<file path="src/ffr_pkg.sv">
// shared types and constants for the fixed frame receiver with reply
package ffr_pkg;

   localparam int CSR_ADDR_W = 4;
   localparam int CSR_DATA_W = 32;

   typedef enum logic [1:0] {
      REG_START_CODE    = 2'd0,
      REG_END_CODE      = 2'd1,
      REG_ACK_VALUE     = 2'd2,
      REG_REPLY_COMMAND = 2'd3
   } reg_index_type;

   localparam logic [7:0] START_CODE_RESET    = 8'h02;
   localparam logic [7:0] END_CODE_RESET      = 8'h03;
   localparam logic [7:0] ACK_VALUE_RESET     = 8'hFF;
   localparam logic [7:0] REPLY_COMMAND_RESET = 8'h41;

   typedef enum logic [1:0] {
      ST_IDLE      = 2'd0,
      ST_REP_FETCH = 2'd1,
      ST_REP_SEND  = 2'd2
   } state_type;

endpackage

</file>
<file path="src/ffr_ram.sv">
// generic single write port ram with registered read
module ffr_ram #(
   parameter int WIDTH = 8,
   parameter int DEPTH = 13
) (
   input  logic                     clock,
   input  logic                     we,
   input  logic [$clog2(DEPTH)-1:0] waddr,
   input  logic [WIDTH-1:0]         wdata,
   input  logic [$clog2(DEPTH)-1:0] raddr,
   output logic [WIDTH-1:0]         rdata
);

   logic [WIDTH-1:0] mem [DEPTH];
   logic [WIDTH-1:0] rdata_ff;

   always_ff @(posedge clock) begin
      if (we) begin
         mem[waddr] <= wdata;
      end
      rdata_ff <= mem[raddr];
   end

   assign rdata = rdata_ff;

endmodule

</file>
<file path="src/fixed_frame_receiver_with_reply.sv">
// top level of the fixed frame receiver with reply
//
//   channel | direction | handshake             | words
//   req     | in        | req_valid / req_stall | rx_byte
//   rsp     | out       | rsp_valid / rsp_stall | tx_byte, from_reply, last, tag_value
//   csr     | in / out  | apb write, read       | start_code, end_code, ack_value, reply_command
//
// a byte that causes only its echo is registered in the output register, where the echo
// waits while rsp_stall is high; a byte that completes a reply frame is followed by FRAME_LEN
// reply words, each fetched in ST_REP_FETCH for the registered read of the frame buffer and sent in ST_REP_SEND
// frame sums are kept as the bytes arrive, so the frame is checked as its last byte is accepted
// synchronous reset clears control, config and tag; the frame buffer is not cleared
// req_stall is high while a reply is sent or while an unaccepted word holds the output
module fixed_frame_receiver_with_reply #(
   parameter int FRAME_LEN = 13
) (
   input  logic                            clock,
   input  logic                            reset,
   input  logic                            req_valid,
   output logic                            req_stall,
   input  logic [7:0]                      req_rx_byte,
   output logic                            rsp_valid,
   input  logic                            rsp_stall,
   output logic [7:0]                      rsp_tx_byte,
   output logic                            rsp_from_reply,
   output logic                            rsp_last,
   output logic [31:0]                     rsp_tag_value,
   input  logic                            csr_psel,
   input  logic                            csr_penable,
   input  logic                            csr_pwrite,
   input  logic [ffr_pkg::CSR_ADDR_W-1:0]  csr_paddr,
   input  logic [ffr_pkg::CSR_DATA_W-1:0]  csr_pwdata,
   output logic [ffr_pkg::CSR_DATA_W-1:0]  csr_prdata,
   output logic                            csr_pready
);

   localparam int IDX_W = $clog2(FRAME_LEN);
   localparam logic [IDX_W-1:0] K_TAG_LO  = IDX_W'(2);
   localparam logic [IDX_W-1:0] K_TAG_HI  = IDX_W'(5);
   localparam logic [IDX_W-1:0] K_BODY_HI = IDX_W'(FRAME_LEN - 4);
   localparam logic [IDX_W-1:0] K_SUM_HI  = IDX_W'(FRAME_LEN - 3);
   localparam logic [IDX_W-1:0] K_SUM_LO  = IDX_W'(FRAME_LEN - 2);
   localparam logic [IDX_W-1:0] K_LAST    = IDX_W'(FRAME_LEN - 1);

   // config registers
   logic [7:0] start_code_ff;
   logic [7:0] end_code_ff;
   logic [7:0] ack_value_ff;
   logic [7:0] reply_command_ff;

   // control
   ffr_pkg::state_type state_ff, state_in;
   logic              capturing_ff, capturing_in;
   logic [IDX_W-1:0]  fill_ff, fill_in;
   logic [IDX_W-1:0]  k_ff, k_in;
   logic              rsp_valid_ff, rsp_valid_in;
   logic [31:0]       tag_ff, tag_in;

   // frame datapath
   logic [7:0]        byte0_ff, byte0_in;
   logic [7:0]        cmd_ff, cmd_in;
   logic [31:0]       tag_cand_ff, tag_cand_in;
   logic [7:0]        sum8_ff, sum8_in;
   logic [15:0]       part16_ff, part16_in;
   logic [15:0]       s16_ff, s16_in;

   // output word
   logic [7:0]        tx_ff, tx_in;
   logic              from_reply_ff, from_reply_in;
   logic              last_ff, last_in;
   logic [31:0]       rsp_tag_ff, rsp_tag_in;

   logic              accept;
   logic              slot_free;
   logic              cap_now;
   logic              frame_done;
   logic              frame_ok;
   logic              reply_go;
   logic [7:0]        sum8_new;
   logic              load_echo;
   logic              load_reply;
   logic [7:0]        reply_byte;
   logic [7:0]        ram_rdata;
   logic              csr_write;
   logic [7:0]        csr_rd_byte;

   // configuration port
   assign csr_pready = 1'b1;
   assign csr_write  = csr_psel && csr_penable && csr_pwrite && csr_pready;

   always_ff @(posedge clock) begin
      if (reset) begin
         start_code_ff    <= ffr_pkg::START_CODE_RESET;
         end_code_ff      <= ffr_pkg::END_CODE_RESET;
         ack_value_ff     <= ffr_pkg::ACK_VALUE_RESET;
         reply_command_ff <= ffr_pkg::REPLY_COMMAND_RESET;
      end else if (csr_write) begin
         unique case (ffr_pkg::reg_index_type'(csr_paddr[3:2]))
            ffr_pkg::REG_START_CODE:    start_code_ff    <= csr_pwdata[7:0];
            ffr_pkg::REG_END_CODE:      end_code_ff      <= csr_pwdata[7:0];
            ffr_pkg::REG_ACK_VALUE:     ack_value_ff     <= csr_pwdata[7:0];
            ffr_pkg::REG_REPLY_COMMAND: reply_command_ff <= csr_pwdata[7:0];
            default:                    start_code_ff    <= start_code_ff;
         endcase
      end
   end

   always_comb begin
      unique case (ffr_pkg::reg_index_type'(csr_paddr[3:2]))
         ffr_pkg::REG_START_CODE:    csr_rd_byte = start_code_ff;
         ffr_pkg::REG_END_CODE:      csr_rd_byte = end_code_ff;
         ffr_pkg::REG_ACK_VALUE:     csr_rd_byte = ack_value_ff;
         ffr_pkg::REG_REPLY_COMMAND: csr_rd_byte = reply_command_ff;
         default:                    csr_rd_byte = 8'h00;
      endcase
   end

   assign csr_prdata = {{(ffr_pkg::CSR_DATA_W - 8){1'b0}}, csr_rd_byte};

   // handshakes
   assign slot_free = !rsp_valid_ff || !rsp_stall;
   assign req_stall = !((state_ff == ffr_pkg::ST_IDLE) && slot_free);
   assign accept    = req_valid && !req_stall;

   // frame capture and check
   assign cap_now    = capturing_ff || (req_rx_byte == start_code_ff);
   assign frame_done = cap_now && (fill_ff == K_LAST);
   assign sum8_new   = ((fill_ff == '0) ? 8'h00 : sum8_ff) + req_rx_byte;
   assign frame_ok   = (byte0_ff == start_code_ff) && (req_rx_byte == end_code_ff) &&
                       (sum8_new == ack_value_ff);
   assign reply_go   = frame_done && frame_ok && (cmd_ff == reply_command_ff);

   ffr_ram #(
      .WIDTH (8),
      .DEPTH (FRAME_LEN)
   ) u_frame_ram (
      .clock (clock),
      .we    (accept && cap_now),
      .waddr (fill_ff),
      .wdata (req_rx_byte),
      .raddr (k_ff),
      .rdata (ram_rdata)
   );

   // next state
   always_comb begin
      state_in = state_ff;
      unique case (state_ff)
         ffr_pkg::ST_IDLE: begin
            if (accept && reply_go) begin
               state_in = ffr_pkg::ST_REP_FETCH;
            end
         end
         ffr_pkg::ST_REP_FETCH: begin
            state_in = ffr_pkg::ST_REP_SEND;
         end
         ffr_pkg::ST_REP_SEND: begin
            if (slot_free) begin
               state_in = (k_ff == K_LAST) ? ffr_pkg::ST_IDLE : ffr_pkg::ST_REP_FETCH;
            end
         end
         default: state_in = ffr_pkg::ST_IDLE;
      endcase
   end

   // outputs of the sequencer
   always_comb begin
      load_echo  = 1'b0;
      load_reply = 1'b0;
      k_in       = k_ff;
      unique case (state_ff)
         ffr_pkg::ST_IDLE: begin
            load_echo = accept;
            k_in      = '0;
         end
         ffr_pkg::ST_REP_FETCH: begin
            load_reply = 1'b0;
         end
         ffr_pkg::ST_REP_SEND: begin
            load_reply = slot_free;
            if (slot_free && (k_ff != K_LAST)) begin
               k_in = k_ff + IDX_W'(1);
            end
         end
         default: k_in = '0;
      endcase
   end

   always_comb begin
      if (k_ff == '0) begin
         reply_byte = start_code_ff;
      end else if (k_ff <= K_BODY_HI) begin
         reply_byte = ram_rdata;
      end else if (k_ff == K_SUM_HI) begin
         reply_byte = s16_ff[15:8];
      end else if (k_ff == K_SUM_LO) begin
         reply_byte = s16_ff[7:0];
      end else begin
         reply_byte = end_code_ff;
      end
   end

   // datapath next values
   always_comb begin
      capturing_in  = capturing_ff;
      fill_in       = fill_ff;
      tag_in        = tag_ff;
      byte0_in      = byte0_ff;
      cmd_in        = cmd_ff;
      tag_cand_in   = tag_cand_ff;
      sum8_in       = sum8_ff;
      part16_in     = part16_ff;
      s16_in        = s16_ff;
      tx_in         = tx_ff;
      from_reply_in = from_reply_ff;
      last_in       = last_ff;
      rsp_tag_in    = rsp_tag_ff;
      rsp_valid_in  = rsp_valid_ff && rsp_stall;

      if (accept && cap_now) begin
         sum8_in = sum8_new;
         if (fill_ff == '0) begin
            byte0_in  = req_rx_byte;
            part16_in = 16'h0000;
         end else if (fill_ff <= K_BODY_HI) begin
            part16_in = part16_ff + {8'h00, req_rx_byte};
         end
         if (fill_ff == IDX_W'(1)) begin
            cmd_in = req_rx_byte;
         end
         if ((fill_ff >= K_TAG_LO) && (fill_ff <= K_TAG_HI)) begin
            tag_cand_in = {tag_cand_ff[23:0], req_rx_byte};
         end
         if (frame_done) begin
            capturing_in = 1'b0;
            fill_in      = '0;
            s16_in       = {8'h00, start_code_ff} + part16_ff + {8'h00, end_code_ff};
         end else begin
            capturing_in = 1'b1;
            fill_in      = fill_ff + IDX_W'(1);
         end
         if (reply_go) begin
            tag_in = tag_cand_ff;
         end
      end

      if (load_echo) begin
         rsp_valid_in  = 1'b1;
         tx_in         = req_rx_byte;
         from_reply_in = 1'b0;
         last_in       = !reply_go;
         rsp_tag_in    = reply_go ? tag_cand_ff : tag_ff;
      end else if (load_reply) begin
         rsp_valid_in  = 1'b1;
         tx_in         = reply_byte;
         from_reply_in = 1'b1;
         last_in       = (k_ff == K_LAST);
         rsp_tag_in    = tag_ff;
      end
   end

   // control registers
   always_ff @(posedge clock) begin
      if (reset) begin
         state_ff     <= ffr_pkg::ST_IDLE;
         capturing_ff <= 1'b0;
         fill_ff      <= '0;
         k_ff         <= '0;
         rsp_valid_ff <= 1'b0;
         tag_ff       <= 32'h0000_0000;
      end else begin
         state_ff     <= state_in;
         capturing_ff <= capturing_in;
         fill_ff      <= fill_in;
         k_ff         <= k_in;
         rsp_valid_ff <= rsp_valid_in;
         tag_ff       <= tag_in;
      end
   end

   // payload registers
   always_ff @(posedge clock) begin
      byte0_ff      <= byte0_in;
      cmd_ff        <= cmd_in;
      tag_cand_ff   <= tag_cand_in;
      sum8_ff       <= sum8_in;
      part16_ff     <= part16_in;
      s16_ff        <= s16_in;
      tx_ff         <= tx_in;
      from_reply_ff <= from_reply_in;
      last_ff       <= last_in;
      rsp_tag_ff    <= rsp_tag_in;
   end

   assign rsp_valid      = rsp_valid_ff;
   assign rsp_tx_byte    = tx_ff;
   assign rsp_from_reply = from_reply_ff;
   assign rsp_last       = last_ff;
   assign rsp_tag_value  = rsp_tag_ff;

endmodule
</file>
<file path="config.mk">
export PLATFORM = sky130hd
export DESIGN_NAME = fixed_frame_receiver_with_reply
export DESIGN_NICKNAME = d
export VERILOG_FILES = /design/src/ffr_pkg.sv /design/src/ffr_ram.sv /design/src/fixed_frame_receiver_with_reply.sv
export SDC_FILE = /design/constraint.sdc
export NUM_CORES = 1
export LEC_CHECK = 0
export BUFFER_PORTS_ARGS = -buffer_cell sky130_fd_sc_hd__buf_4
export CORE_MARGIN = 4
export CORE_UTILIZATION = 40
export DETAILED_ROUTE_END_ITERATION = 7
export MAX_ROUTING_LAYER = met4
export PLACE_DENSITY_LB_ADDON = 0.05
export SYNTH_ARGS = -nofsm -noshare
export SYNTH_HDL_FRONTEND = slang
export SYNTH_SLANG_ARGS = --single-unit
</file>
<file path="constraint.sdc">
create_clock -name clock -period 11.11 [get_ports clock]
set_input_delay 0.5555 -clock clock [delete_from_list [all_inputs] [get_ports clock]]
set_output_delay 0.5555 -clock clock [all_outputs]
set_load 0.02 [all_outputs]
</file>
==> metrics.csv <==
metric;value;unit
outcome;finished clean;
peak supply drop;0.000126;V
GRT overflow;0;
Comb power frac;4.6;%
Avg Inst Size Synth;14.1;sq um
drc violations;0;
first-pass GRT wire length;48500;um
Slew HR;41.3;%
Seq/Total Area, Yosys;60.8;%
Finished Core Util;46.9;%
total power draw;2.50;mW
htree depth;2;
biggest area consumer among synthesized cells;edfxtp_1;
Clock Path Buffers;3;
worst-skew pair later-pin latency;0.53;ns
Setup Skew;0.0159;ns
nets;1143;
fin crit period;4.29;ns
most common cell after layout, fill and taps aside;edfxtp_1;
num ports;128;
clk slew on worst S/H paths;0.06;ns
critical path data arrival time;4.67;ns
starting density of the core;40.4;%
initial antenna violation count;0;
Design Area, Final;0.0157;sq mm
full die area;0.0368;sq mm
yosys synthesis warning count;0;
commonest cells after routing, fill and taps aside;edfxtp_1 (217), buf_4 (91), dfxtp_1 (83);
Post-Route WL;32300;um
Top FF cell, synth;edfxtp_1;
Via Count;7660;
P_int;1.94;mW
n_diodes;0;
root buffer cell;clkbuf_16;
Die Ht;192;um
Reg power frac;48.9;%
setup TNS;0;ns
max cap viols;0;
Fill cells;2956;
unrepaired setup endpoints after global routing;false;
final hold vios;0;
cell row count;67;
Post-CTS Hold Buffers;0;
Hold Crit Class;in2reg;
Die X;192;um
# port buffers;76;
cells after synthesis;960;
antenna-violating nets left;0;
Crit Path Class;reg2reg;
Setup crit start kind;flip-flop;
CTS tree;yes;
drt pass-1 iters;6;
clock share of power;46.6;%
library cells used by synthesis;54;
Worst EP required;11.49;ns
EDFF count, synth;217;
placer congestion estimate;0.778;
Avg WL per Cell;21.2;um
setup bufs post-CTS;0;
Worst Tran Pin Value;0.880;ns
asr flop ratio synth;0;%
share of the synthesized area in the top cell type;48.2;%
Finish-stage setup viols;0;
Yosys reg bits;302;
peak fanout along the critical path;34;
Sink Count;302;
vias in the first global route;7680;
Lkg Pwr;5.94;nW
Layout area overhead;16.0;%
fmax;233;MHz
top area cells in the synthesized netlist;edfxtp_1 (48%), dfxtp_1 (13%), mux4_2 (6.7%), mux2_4 (3.1%), xor2_1 (3.0%);
CTS Buf Count;35;
Final Cycle Share;38.6;%
synthesized cell area;0.0135;sq mm
DP HPWL;21100;um
Total Routing Usage GR;18.1;%
net switching power;558;uW
placed cell areas;0.0145;sq mm
initial DRC count;486;
share of cells above drive strength 1;21.1;%
PwrDens;159;mW/mm^2
Worst Setup End Kind;flip-flop;
Slew Viols, Final;0;
Resize count post-CTS;0;
largest net degree at the start of global routing;77;
switching power share of the total;22.3;%
core area;0.0334;sq mm
via density per instance;5.03;
metrics by stage:
stage | hold slack [ns] | instances | worst slack (ns)
floorplan | 0.422 | 983 | 4.05
global placement | 0.435 | 1460 | 6.77
detailed placement | 0.436 | 1460 | 6.77
CTS | 0.251 | 1524 | 6.78
global route | 0.263 | 1524 | 6.50
finish | 0.270 | 1524 | 6.82
final timing paths:
path / cells past startpoint / slack, ns / endpoint / start
worst min-delay path: 2 / 0.27 / start_code_ff[1]$_SDFFE_PP1P_ / csr_pwdata[1]
worst max register to register: 15 / 6.82 / tag_ff[13]$_SDFFE_PP0P_ / fill_ff[0]$_SDFFE_PP0P_
worst min register to register: 0 / 0.44 / tag_cand_ff[8]$_DFFE_PP_ / tag_cand_ff[0]$_DFFE_PP_
worst max-delay path: 15 / 6.82 / tag_ff[13]$_SDFFE_PP0P_ / fill_ff[0]$_SDFFE_PP0P_
state kept, by name (all words and copies together) (netlist names), 16 cells and up:
name	flops
part16_ff	16
rsp_tag_value	32
tag_ff	32
tag_cand_ff	32
u_frame_ram.mem	104
s16_ff	16
Yosys cell counts (all sizes together), types with 11 or more instances:
| master | count |
|---|---|
| a21oi | 34 |
| buf | 36 |
| clkbuf | 26 |
| dfxtp | 85 |
| edfxtp | 217 |
| fa | 11 |
| ha | 32 |
| inv | 25 |
| mux2 | 32 |
| mux2i | 27 |
| mux4 | 40 |
| nand2 | 55 |
| nand3 | 12 |
| nor2 | 83 |
| nor2b | 48 |
| nor3 | 12 |
| o21ai | 24 |
| xnor2 | 23 |
| xor2 | 47 |
per-layer routing:
layer	track usage (%)	vias up	share of wire [%]
li1	-	3646	-
met5	-	-	0
met4	3.78	0	1.8
met2	26.9	177	44
met1	26.7	3799	49
met3	2.73	38	4.9
power groups by stage:
| stage | clock network [mW] | logic (mW) | registers [mW] |
|---|---|---|---|
| 2_1_floorplan | 0 | 0.0601 | 1.25 |
| 3_3_place_gp | 0 | 0.115 | 1.25 |
| 3_5_place_dp | 0 | 0.116 | 1.25 |
| 4_1_cts | 1.19 | 0.116 | 1.22 |
| 5_1_grt | 1.24 | 0.124 | 1.22 |
| 6_report | 1.16 | 0.114 | 1.22 |
cell families (layout without fill, tap and decap cells):
logic type	Yosys count	after routing	share of synthesized area, %
flip-flops	302	302	60.8
AND/OR/NAND/NOR	252	252	9.15
AO/OA/AOI/OAI	101	101	4.72
multiplexers	99	99	12.1
buffers and inverters	87	180	3.29
XOR/XNOR	74	74	5.27
adder cells (fa/ha/maj)	43	43	4.59
other	2	25	0.0556
cell type report:
class | instances | area (sq um) | area share (%)
sequential | 302 | 8220 | 52.4
tap | 448 | 561 | 3.58
clock inverter | 18 | 211 | 1.35
inverter | 25 | 93.8 | 0.599
timing repair buffer | 91 | 683 | 4.36
clock buffer | 46 | 957 | 6.11
multi-input combinational | 594 | 4950 | 31.6
critical path: stages, from the launching register on:
cell	delay, ns
dfxtp_1	0.35
inv_1	0.16
ha_1	0.27
nor3b_2	0.19
buf_4	0.34
nor2b_1	0.09
ha_1	0.22
fa_1	0.41
a21o_1	0.23
a21oi_2	0.19
xnor3_1	0.27
nor4_1	0.40
nand4_2	0.14
buf_4	0.32
mux2_4	0.38
nor2b_1	0.13
(Power assumes the default switching activity.)
